[config.mk]
export PLATFORM = sky130hd
export DESIGN_NAME = value_to_digit_string_unit_flat
export DESIGN_NICKNAME = d
export VERILOG_FILES = /design/src/vtds_pkg.sv /design/src/vtds_req_if.sv /design/src/vtds_rsp_if.sv /design/src/vtds_dabble.sv /design/src/vtds_emit.sv /design/src/value_to_digit_string_unit.sv /design/src/flat_wrapper.sv
export SDC_FILE = /design/constraint.sdc
export NUM_CORES = 1
export LEC_CHECK = 0
export BUFFER_PORTS_ARGS = -buffer_cell sky130_fd_sc_hd__buf_4
export CORE_AREA = 2 2 99 196
export CTS_CLUSTER_SIZE = 25
export DETAILED_ROUTE_END_ITERATION = 12
export DIE_AREA = 0 0 101 198
export GPL_TIMING_DRIVEN = 0
export PLACE_DENSITY = 0.76
export SYNTH_ARGS = -nofsm -noshare
export SYNTH_HDL_FRONTEND = slang
export SYNTH_SLANG_ARGS = --single-unit
[constraint.sdc]
create_clock -name clock -period 7.6 [get_ports clock]
set_input_delay 1.52 -clock clock [delete_from_list [all_inputs] [get_ports clock]]
set_output_delay 1.52 -clock clock [all_outputs]
set_load 0.05 [all_outputs]
[src/vtds_pkg.sv]
`timescale 1ns / 1ps

package vtds_pkg;

   // Field widths
   localparam int unsigned ValueWidth   = 32;
   localparam int unsigned CharWidth    = 7;
   localparam int unsigned CountWidth   = 6;
   localparam int unsigned DigitWidth   = 4;
   localparam int unsigned BcdDigits    = 10;
   localparam int unsigned BufWidth     = BcdDigits * DigitWidth;
   localparam int unsigned PadWidth     = BufWidth - ValueWidth;
   localparam int unsigned IterWidth    = $clog2(ValueWidth);
   localparam int unsigned CsrAddrWidth = 4;
   localparam int unsigned CsrDataWidth = 32;

   // Display base codes
   typedef enum logic [1:0] {
      BASE_BIN  = 2'd0,
      BASE_HEX  = 2'd1,
      BASE_DEC  = 2'd2,
      BASE_NONE = 2'd3
   } base_type;

   // Operand width codes (code three behaves as 32 bits)
   localparam logic [1:0] WSEL_8  = 2'd0;
   localparam logic [1:0] WSEL_16 = 2'd1;
   localparam logic [1:0] WSEL_32 = 2'd2;

   // Register indexes
   localparam logic [1:0] REG_NUMBER_BASE  = 2'd0;
   localparam logic [1:0] REG_SIGNED_MODE  = 2'd1;
   localparam logic [1:0] REG_WIDTH_SELECT = 2'd2;

   // Characters
   localparam logic [CharWidth-1:0] ASCII_ZERO  = 7'd48;
   localparam logic [CharWidth-1:0] ASCII_ALPHA = 7'd55;
   localparam logic [CharWidth-1:0] ASCII_MINUS = 7'd45;

   // Digit positions held in the buffer for each base
   localparam logic [CountWidth-1:0] BIN_DIGITS = 6'd32;
   localparam logic [CountWidth-1:0] HEX_DIGITS = 6'd8;
   localparam logic [CountWidth-1:0] DEC_DIGITS = 6'd10;

   // Control from the sequencer to the character emitter
   typedef struct packed {
      logic                  load;
      base_type              base;
      logic                  neg;
      logic [CountWidth-1:0] limit;
   } emit_ctl_type;

   function automatic logic [CountWidth-1:0] digit_limit(base_type b, logic [1:0] wsel);
      logic [CountWidth-1:0] w;
      logic [CountWidth-1:0] d;
      begin
         case (wsel)
            WSEL_8: begin
               w = 6'd8;
               d = 6'd3;
            end
            WSEL_16: begin
               w = 6'd16;
               d = 6'd5;
            end
            default: begin
               w = 6'd32;
               d = 6'd10;
            end
         endcase
         case (b)
            BASE_BIN: digit_limit = w;
            BASE_HEX: digit_limit = w >> 2;
            default:  digit_limit = d;
         endcase
      end
   endfunction

   function automatic logic [CharWidth-1:0] to_ascii(logic [DigitWidth-1:0] d);
      begin
         if (d < 4'd10) begin
            to_ascii = ASCII_ZERO + {3'b000, d};
         end else begin
            to_ascii = ASCII_ALPHA + {3'b000, d};
         end
      end
   endfunction

endpackage

[src/vtds_req_if.sv]
`timescale 1ns / 1ps

interface vtds_req_if import vtds_pkg::*; ();
   logic                  valid;
   logic                  ready;
   logic [ValueWidth-1:0] value;

   modport source (output valid, output value, input ready);
   modport sink   (input valid, input value, output ready);
endinterface

[src/vtds_rsp_if.sv]
`timescale 1ns / 1ps

interface vtds_rsp_if import vtds_pkg::*; ();
   logic                  valid;
   logic                  ready;
   logic [CharWidth-1:0]  character;
   logic                  last;
   logic [CountWidth-1:0] digit_count;
   logic [CountWidth-1:0] digit_limit;

   modport source (output valid, output character, output last, output digit_count,
                   output digit_limit, input ready);
   modport sink   (input valid, input character, input last, input digit_count,
                   input digit_limit, output ready);
endinterface

[src/vtds_dabble.sv]
`timescale 1ns / 1ps

// Bit-serial binary to BCD: one shift-add-3 step per cycle
module vtds_dabble import vtds_pkg::*; (
   input  logic                  clock,
   input  logic                  reset,
   input  logic                  start,
   input  logic [ValueWidth-1:0] operand,
   output logic                  done,
   output logic [BufWidth-1:0]   bcd
);

   logic [ValueWidth-1:0] bin_ff;
   logic [BufWidth-1:0]   bcd_ff;
   logic [BufWidth-1:0]   adj_in;
   logic [IterWidth-1:0]  iter_ff;
   logic                  busy_ff;
   logic                  done_ff;

   // Add 3 to every digit of 5 or more before the shift
   always_comb begin
      for (int i = 0; i < BcdDigits; i++) begin
         if (bcd_ff[i*DigitWidth +: DigitWidth] >= 4'd5) begin
            adj_in[i*DigitWidth +: DigitWidth] = bcd_ff[i*DigitWidth +: DigitWidth] + 4'd3;
         end else begin
            adj_in[i*DigitWidth +: DigitWidth] = bcd_ff[i*DigitWidth +: DigitWidth];
         end
      end
   end

   always_ff @(posedge clock) begin
      if (reset) begin
         busy_ff <= 1'b0;
         done_ff <= 1'b0;
         iter_ff <= '0;
      end else begin
         // done pulses for one cycle after the final shift
         done_ff <= !start && busy_ff && (iter_ff == IterWidth'(ValueWidth - 1));
         if (start) begin
            bin_ff  <= operand;
            bcd_ff  <= '0;
            iter_ff <= '0;
            busy_ff <= 1'b1;
         end else if (busy_ff) begin
            bcd_ff  <= {adj_in[BufWidth-2:0], bin_ff[ValueWidth-1]};
            bin_ff  <= {bin_ff[ValueWidth-2:0], 1'b0};
            iter_ff <= iter_ff + 1'b1;
            if (iter_ff == IterWidth'(ValueWidth - 1)) begin
               busy_ff <= 1'b0;
            end
         end
      end
   end

   assign done = done_ff;
   assign bcd  = bcd_ff;

endmodule

[src/vtds_emit.sv]
`timescale 1ns / 1ps

// Digit shift register: drops leading zeros, then sends one character per transfer
module vtds_emit import vtds_pkg::*; (
   input  logic                clock,
   input  logic                reset,
   input  emit_ctl_type        ctl,
   input  logic [BufWidth-1:0] load_data,
   output logic                busy,
   vtds_rsp_if.source          rsp
);

   typedef enum logic [1:0] {
      E_IDLE,
      E_SKIP,
      E_SIGN,
      E_DIGIT
   } emit_state_type;

   emit_state_type        state_ff;
   logic [BufWidth-1:0]   buf_ff;
   logic [CountWidth-1:0] remain_ff;
   base_type              base_ff;
   logic                  neg_ff;
   logic [CountWidth-1:0] count_ff;
   logic [CountWidth-1:0] limit_ff;
   logic                  out_valid_ff;
   logic [CharWidth-1:0]  out_char_ff;
   logic                  out_last_ff;

   logic [DigitWidth-1:0] cur_digit;
   logic [BufWidth-1:0]   shift_in;
   logic                  can_load;
   logic                  out_load;

   // Current digit sits at the top of the buffer
   always_comb begin
      if (base_ff == BASE_BIN) begin
         cur_digit = {3'b000, buf_ff[BufWidth-1]};
         shift_in  = {buf_ff[BufWidth-2:0], 1'b0};
      end else begin
         cur_digit = buf_ff[BufWidth-1 -: DigitWidth];
         shift_in  = {buf_ff[BufWidth-DigitWidth-1:0], {DigitWidth{1'b0}}};
      end
   end

   assign can_load = !out_valid_ff || rsp.ready;
   assign out_load = ((state_ff == E_SIGN) || (state_ff == E_DIGIT)) && can_load;

   always_ff @(posedge clock) begin
      if (reset) begin
         state_ff     <= E_IDLE;
         out_valid_ff <= 1'b0;
      end else begin
         // Output register: filled with a new character or emptied by the transfer
         if (out_load) begin
            out_valid_ff <= 1'b1;
         end else if (rsp.ready) begin
            out_valid_ff <= 1'b0;
         end
         case (state_ff)
            E_IDLE: begin
               if (ctl.load) begin
                  buf_ff   <= load_data;
                  base_ff  <= ctl.base;
                  neg_ff   <= ctl.neg;
                  limit_ff <= ctl.limit;
                  case (ctl.base)
                     BASE_BIN: remain_ff <= BIN_DIGITS;
                     BASE_HEX: remain_ff <= HEX_DIGITS;
                     default:  remain_ff <= DEC_DIGITS;
                  endcase
                  state_ff <= E_SKIP;
               end
            end
            // One leading zero dropped per cycle; the last digit always stays
            E_SKIP: begin
               if (cur_digit == '0 && remain_ff != 6'd1) begin
                  buf_ff    <= shift_in;
                  remain_ff <= remain_ff - 1'b1;
               end else begin
                  count_ff <= (cur_digit == '0) ? '0 : remain_ff;
                  state_ff <= neg_ff ? E_SIGN : E_DIGIT;
               end
            end
            E_SIGN: begin
               if (can_load) begin
                  out_char_ff  <= ASCII_MINUS;
                  out_last_ff  <= 1'b0;
                  state_ff     <= E_DIGIT;
               end
            end
            E_DIGIT: begin
               if (can_load) begin
                  out_char_ff  <= to_ascii(cur_digit);
                  out_last_ff  <= (remain_ff == 6'd1);
                  buf_ff       <= shift_in;
                  remain_ff    <= remain_ff - 1'b1;
                  if (remain_ff == 6'd1) begin
                     state_ff <= E_IDLE;
                  end
               end
            end
            default: begin
               state_ff <= E_IDLE;
            end
         endcase
      end
   end

   assign busy            = (state_ff != E_IDLE) || out_valid_ff;
   assign rsp.valid       = out_valid_ff;
   assign rsp.character   = out_char_ff;
   assign rsp.last        = out_last_ff;
   assign rsp.digit_count = count_ff;
   assign rsp.digit_limit = limit_ff;

endmodule

[src/value_to_digit_string_unit.sv]
`timescale 1ns / 1ps

// Channel | Direction | Carries
// --------+-----------+---------------------------------------------------
// req     | in        | value (32 bits), valid/ready
// rsp     | out       | character, last, digit_count, digit_limit, v/r
// csr     | in (APB)  | number_base @0x0, signed_mode @0x4, width_select @0x8
//
// One value at a time. A decimal value first passes through the shift-add-3 BCD
// converter; binary and hex values go straight to the emitter, which drops the
// leading zeros at one per cycle and then sends the characters. The longest
// text is eleven characters, a negative decimal.
// A stalled rsp holds the current character; no new value is taken until the last
// character has been transferred. Reset is synchronous.
module value_to_digit_string_unit import vtds_pkg::*; (
   input  logic                    clock,
   input  logic                    reset,
   vtds_req_if.sink                req,
   vtds_rsp_if.source              rsp,
   input  logic                    psel,
   input  logic                    penable,
   input  logic                    pwrite,
   input  logic [CsrAddrWidth-1:0] paddr,
   input  logic [CsrDataWidth-1:0] pwdata,
   output logic [CsrDataWidth-1:0] prdata,
   output logic                    pready
);

   typedef enum logic [1:0] {
      S_IDLE,
      S_CONV,
      S_EMIT
   } seq_state_type;

   seq_state_type         state_ff;
   base_type              number_base_ff;
   logic                  signed_mode_ff;
   logic [1:0]            width_select_ff;
   logic                  neg_ff;

   logic                  accept;
   logic [ValueWidth-1:0] ext_in;
   logic                  neg_in;
   logic [ValueWidth-1:0] mag_in;
   logic                  dab_done;
   logic [BufWidth-1:0]   dab_bcd;
   logic                  emit_busy;
   emit_ctl_type          emit_ctl;
   logic [BufWidth-1:0]   emit_data;

   // Register file
   assign pready = 1'b1;

   always_ff @(posedge clock) begin
      if (reset) begin
         number_base_ff  <= BASE_DEC;
         signed_mode_ff  <= 1'b0;
         width_select_ff <= WSEL_32;
      end else if (psel && penable && pwrite) begin
         case (paddr[3:2])
            REG_NUMBER_BASE:  number_base_ff  <= base_type'(pwdata[1:0]);
            REG_SIGNED_MODE:  signed_mode_ff  <= pwdata[0];
            REG_WIDTH_SELECT: width_select_ff <= pwdata[1:0];
            default: ;
         endcase
      end
   end

   always_comb begin
      case (paddr[3:2])
         REG_NUMBER_BASE:  prdata = {30'd0, number_base_ff};
         REG_SIGNED_MODE:  prdata = {31'd0, signed_mode_ff};
         REG_WIDTH_SELECT: prdata = {30'd0, width_select_ff};
         default:          prdata = '0;
      endcase
   end

   // Sign extension and magnitude for signed decimal
   always_comb begin
      case (width_select_ff)
         WSEL_8:  ext_in = {{24{req.value[7]}}, req.value[7:0]};
         WSEL_16: ext_in = {{16{req.value[15]}}, req.value[15:0]};
         default: ext_in = req.value;
      endcase
      neg_in = signed_mode_ff && ext_in[ValueWidth-1];
      if (!signed_mode_ff) begin
         mag_in = req.value;
      end else if (neg_in) begin
         mag_in = ~ext_in + 1'b1;
      end else begin
         mag_in = ext_in;
      end
   end

   assign req.ready = (state_ff == S_IDLE);
   assign accept    = req.valid && req.ready;

   // Hand-off to the emitter
   always_comb begin
      emit_ctl.load  = (accept && (number_base_ff == BASE_BIN ||
                                   number_base_ff == BASE_HEX)) ||
                       (state_ff == S_CONV && dab_done);
      emit_ctl.base  = number_base_ff;
      emit_ctl.neg   = (state_ff == S_CONV) && neg_ff;
      emit_ctl.limit = digit_limit(number_base_ff, width_select_ff);
      if (state_ff == S_CONV) begin
         emit_data = dab_bcd;
      end else begin
         emit_data = {req.value, {PadWidth{1'b0}}};
      end
   end

   // Sequencer; base code three takes the value and produces nothing
   always_ff @(posedge clock) begin
      if (reset) begin
         state_ff <= S_IDLE;
         neg_ff   <= 1'b0;
      end else begin
         case (state_ff)
            S_IDLE: begin
               if (accept) begin
                  case (number_base_ff)
                     BASE_DEC: begin
                        neg_ff   <= neg_in;
                        state_ff <= S_CONV;
                     end
                     BASE_BIN, BASE_HEX: state_ff <= S_EMIT;
                     default: state_ff <= S_IDLE;
                  endcase
               end
            end
            S_CONV: begin
               if (dab_done) begin
                  state_ff <= S_EMIT;
               end
            end
            S_EMIT: begin
               if (!emit_busy) begin
                  state_ff <= S_IDLE;
               end
            end
            default: begin
               state_ff <= S_IDLE;
            end
         endcase
      end
   end

   vtds_dabble u_dabble (
      .clock   (clock),
      .reset   (reset),
      .start   (accept && number_base_ff == BASE_DEC),
      .operand (mag_in),
      .done    (dab_done),
      .bcd     (dab_bcd)
   );

   vtds_emit u_emit (
      .clock     (clock),
      .reset     (reset),
      .ctl       (emit_ctl),
      .load_data (emit_data),
      .busy      (emit_busy),
      .rsp       (rsp)
   );

endmodule

[src/flat_wrapper.sv]
// flat-port wrapper written by rule: the top's interface ports become plain ports
module value_to_digit_string_unit_flat import vtds_pkg::*;
  (clock, reset, psel, penable, pwrite, paddr, pwdata, prdata, pready, req_valid, req_value, req_ready, rsp_valid, rsp_character, rsp_last, rsp_digit_count, rsp_digit_limit, rsp_ready);
  vtds_req_if req_i ();
  vtds_rsp_if rsp_i ();
  input  logic clock;
  input  logic reset;
  input  logic psel;
  input  logic penable;
  input  logic pwrite;
  input  logic [CsrAddrWidth-1:0] paddr;
  input  logic [CsrDataWidth-1:0] pwdata;
  output logic [CsrDataWidth-1:0] prdata;
  output logic pready;
  input wire logic [$bits(req_i.valid)-1:0] req_valid;
  input wire logic [$bits(req_i.value)-1:0] req_value;
  output wire logic [$bits(req_i.ready)-1:0] req_ready;
  output wire logic [$bits(rsp_i.valid)-1:0] rsp_valid;
  output wire logic [$bits(rsp_i.character)-1:0] rsp_character;
  output wire logic [$bits(rsp_i.last)-1:0] rsp_last;
  output wire logic [$bits(rsp_i.digit_count)-1:0] rsp_digit_count;
  output wire logic [$bits(rsp_i.digit_limit)-1:0] rsp_digit_limit;
  input wire logic [$bits(rsp_i.ready)-1:0] rsp_ready;
  assign req_i.valid = req_valid;
  assign req_i.value = req_value;
  assign req_ready = req_i.ready;
  assign rsp_valid = rsp_i.valid;
  assign rsp_character = rsp_i.character;
  assign rsp_last = rsp_i.last;
  assign rsp_digit_count = rsp_i.digit_count;
  assign rsp_digit_limit = rsp_i.digit_limit;
  assign rsp_i.ready = rsp_ready;
  value_to_digit_string_unit u_core (.clock(clock), .reset(reset), .req(req_i), .rsp(rsp_i), .psel(psel), .penable(penable), .pwrite(pwrite), .paddr(paddr), .pwdata(pwdata), .prdata(prdata), .pready(pready));
endmodule
==> impl_metrics.sql <==
INSERT INTO impl_metrics (metric_group, metric, value, unit) VALUES
('cells_and_area', 'area_growth', '15.8', '%'),
('timing', 'finalSetupViolCount', '0', ''),
('cells_and_area', 'design.final.nets', '1275', ''),
('floorplan', 'floorplan.die_area', '20000', 'um2'),
('clocking', 'clock-root-buffer', 'sky130_fd_sc_hd__clkbuf_16', ''),
('synthesis', 'dominantRegCellSynth', 'sky130_fd_sc_hd__edfxtp_1', ''),
('worst_hold_path', 'hold_start', 'u_core.number_base_ff[1]', ''),
('cells_and_area', 'antenna-diode-count', '0', ''),
('clocking', 'cts.repair.resized', '0', ''),
('power_and_ir_drop', 'p_per_area', '220', 'nW/um2'),
('detailed_routing', 'route.met2.wl', '14000', 'um'),
('grt', 'global_route_wire_length_before_repair', '41800', 'um'),
('detailed_routing', 'drc', '0', ''),
('cells_and_area', 'stdcell_count', '1401', ''),
('timing', 'final.min_clock_period', '3840', 'ps'),
('clocking', 'post-cts-setup-buffer-count', '0', ''),
('timing', 'relSlewSlack', '15.5', '%'),
('setup_path', 'worst-endpoint-required', '6080', 'ps'),
('timing', 'post-route-period-util', '50.5', '%'),
('synthesis', 'register_area_share_after_synthesis', '47.9', '%'),
('grt', 'total_global_routing_track_utilization', '27.7', '%'),
('power_and_ir_drop', 'intPower', '1.69', 'mW'),
('place', 'numPortBuffers', '63', ''),
('worst_hold_path', 'hold_class', 'reg -> reg', ''),
('clocking', 'clk_transition_reported_paths', '60', 'ps'),
('place', 'hpwlAfterDp', '20100', 'um'),
('synthesis', 'postSynthRegisterBits', '159', ''),
('worst_hold_path', 'min_to', 'u_core.u_emit.base_ff[1]', ''),
('synthesis', 'synth_top_cell_area_share', '44.2', '%'),
('timing', 'worst-slew-pin-transition', '1260', 'ps'),
('clocking', 'tritoncts', 'yes', ''),
('grt', 'grt_start_max_net_pins', '30', ''),
('detailed_routing', 'routedWlPerCell', '19.1', 'um'),
('worst_hold_path', 'hold_depth', '0', ''),
('setup_path', 'critical_path_peak_fanout', '10', ''),
('setup_path', 'setup_slack_reg_to_reg', '3850', 'ps'),
('timing', 'rsz0062_at_grt', 'no', ''),
('setup_path', 'startpoint_type', 'flop', ''),
('power_and_ir_drop', 'p_sw_share', '30.6', '%'),
('synthesis', 'post_synth_instance_area', '9590', 'um2'),
('power_and_ir_drop', 'power_frac_clock', '33.4', '%'),
('power_and_ir_drop', 'total_leakage_power', '4.34', 'nW'),
('floorplan', 'initial_utilization', '51.4', '%'),
('power_and_ir_drop', 'combinationalPowerShare', '21.3', '%'),
('setup_path', 'timing.rr.end', 'u_core.u_emit.buf_ff[2]', ''),
('timing', 'slew_violations', '0', ''),
('power_and_ir_drop', 'pwr-share-seq', '45.3', '%'),
('setup_path', 'most_frequent_cell_on_the_critical_path', 'sky130_fd_sc_hd__clkbuf_1', ''),
('setup_path', 'kind_of_cell_with_the_highest_combined_delay_on_the_critical_path', 'buffers and inverters', ''),
('cells_and_area', 'post_route_cells_drive_above_1_share', '13.2', '%'),
('place', 'place.gp.congestion', '0.915', ''),
('clocking', 'clockBufferDepth', '2', ''),
('setup_path', 'classification_of_the_worst_setup_path', 'reg -> out', ''),
('synthesis', 'average_cell_area_after_synthesis', '9.13', 'um2'),
('grt', 'first_global_vias', '8227', ''),
('clocking', 'clock_insertion_delay_worst_skew', '450', 'ps'),
('setup_path', 'timing.reg2reg.worst_path_depth', '12', ''),
('detailed_routing', 'wl_met3', '1660', 'um'),
('setup_path', 'timing.critical_path.slowest_cell_delay', '460', 'ps'),
('synthesis', 'netlist.top_cell.by_area', 'sky130_fd_sc_hd__edfxtp_1', ''),
('status', 'status', 'finished clean', ''),
('detailed_routing', 'drt_pass1_iterations', '5', ''),
('cells_and_area', 'nFillCells', '1653', ''),
('power_and_ir_drop', 'peakVddDrop', '0.138', 'mV'),
('grt', 'grt_overflow', '0', ''),
('timing', 'fin_skew', '10.1', 'ps'),
('synthesis', 'synthesis.yosys.warnings', '0', ''),
('floorplan', 'rows', '71', ''),
('floorplan', 'die-width', '101', 'um'),
('setup_path', 'arrival', '2320', 'ps'),
('power_and_ir_drop', 'power.net_switching', '0.745', 'mW');
## stage by stage
stage	setup WS [ps]	utilization, %	setup TNS [ps]	hold slack, ps	area [um2]
finish	3760	59.5	0	466	11100
global route	3560	59.5	0	492	11100
CTS	3790	59.5	0	470	11100
detailed placement	3490	56.6	0	443	10600
global placement	-2390	56.0	-132390	453	10400
floorplan	1.18	-	0	422	9700
## power groups by stage
stage | combinational [mW] | clock [mW] | sequential (mW)
5_1_grt | 0.569 | 0.852 | 1.11
3_3_place_gp | 0.482 | 0 | 1.13
4_1_cts | 0.515 | 0.816 | 1.10
2_1_floorplan | 0.346 | 0 | 1.12
6_report | 0.518 | 0.814 | 1.10
3_5_place_dp | 0.511 | 0 | 1.12
## cells by family (layout without fill, tap and decap cells)
logic type / Yosys count / count (layout) / share of synthesized area (%)
DFF: 159 / 159 / 47.9
muxes: 15 / 15 / 1.64
buffers and inverters: 129 / 232 / 6.34
AOI/OAI and AO/OA: 224 / 224 / 14.6
and+or+nand+nor: 450 / 450 / 21.7
adders and majority gates: 31 / 31 / 4.05
xor gates and xnor gates: 40 / 40 / 3.65
other: 2 / 31 / 0.0783
## cells in the mapped netlist (all sizes together), types with 18 or more instances
master	number
nand2	205
edfxtp	141
nor2	101
a21oi	69
o21ai	56
clkbuf	52
a31oi	44
buf	41
and3	38
inv	36
nor3	33
ha	31
xnor2	21
nand2b	20
xor2	19
dfxtp	18
## registers in the layout, indices dropped and copies added, names as in the netlist
name                           cells
u_core.u_dabble.busy_ff            1
u_core.u_dabble.iter_ff            5
u_core.number_base_ff              2
u_core.u_emit.rsp.last             1
u_core.u_emit.remain_ff            6
u_core.u_dabble.bcd               40
u_core.u_emit.rsp.character        7
u_core.u_emit.base_ff              2
u_core.u_emit.rsp.digit_count      6
u_core.u_emit.state_ff             2
u_core.signed_mode_ff              1
u_core.state_ff                    2
u_core.u_dabble.bin_ff            32
u_core.u_emit.rsp.valid            1
u_core.u_emit.rsp.digit_limit      6
u_core.u_emit.neg_ff               1
u_core.neg_ff                      1
u_core.width_select_ff             2
u_core.u_dabble.done               1
u_core.u_emit.buf_ff              40
## routing by layer
metal  up-vias  global-route usage [%]
met1      3956                    28.7
li1       3892                       -
met5         -                       0
met2       379                    48.9
met3       104                    5.44
met4         0                    19.2
## worst register-to-register path: stages (launching register included)
cell and delay [ps]:
sky130_fd_sc_hd__edfxtp_1 380, sky130_fd_sc_hd__nor2_1 370, sky130_fd_sc_hd__clkbuf_1 450, sky130_fd_sc_hd__mux2i_1 310, sky130_fd_sc_hd__ha_1 230, sky130_fd_sc_hd__o21ai_0 200, sky130_fd_sc_hd__o21ai_0 300, sky130_fd_sc_hd__nor4b_2 250
sky130_fd_sc_hd__buf_4 230, sky130_fd_sc_hd__buf_6 170, sky130_fd_sc_hd__buf_4 200, sky130_fd_sc_hd__buf_4 190, sky130_fd_sc_hd__buf_4 190
## area by class of cell
class | instances | area, um2 | share of cell area, %
clock buffers | 18 | 429 | 3.87
inverters | 36 | 135 | 1.22
clock inverters | 14 | 116 | 1.05
repair buffers | 71 | 569 | 5.13
multi-input cells | 791 | 4510 | 40.6
well taps | 219 | 274 | 2.47
flip-flops and latches | 159 | 4590 | 41.4
plain buffers | 93 | 473 | 4.26
## worst max-delay path by stage
stage               cells past startpoint                startpoint                   endpoint  slack (ps)
floorplan                               4                 req_valid    u_core.u_emit.buf_ff[0]           1
global placement                        5                 req_valid    u_core.u_emit.buf_ff[2]       -2390
detailed placement                      7                 req_valid  u_core.u_dabble.bin_ff[5]        3490
CTS                                     5     u_core.signed_mode_ff                  prdata[0]        3790
global route                           12  u_core.u_emit.base_ff[1]    u_core.u_emit.buf_ff[2]        3560
finish                                  5     u_core.signed_mode_ff                  prdata[0]        3760
## cells in the final DEF, fill, tap and decap left out, drive strengths merged, types with 3 or more instances in the layout
master and instances:
ha 31, mux2 3, a221oi 5, o21ai 56, a31oi 44, a211oi 5
clkbuf 70, nor3b 5, and3 38, edfxtp 141, inv 39, dfxtp 18
xor2 19, nor2 101, o211ai 6, o31ai 10, nand2b 20, a21oi 69
and2 9, xnor2 21, clkinv 10, buf 112, mux2i 12, a22o 5
conb 31, or2 6, nor4 6, nand2 205, nand3 6, nor4b 3
nor2b 4, nor3 33, or3 5
No activity file was read; power rests on OpenSTA's default activity.
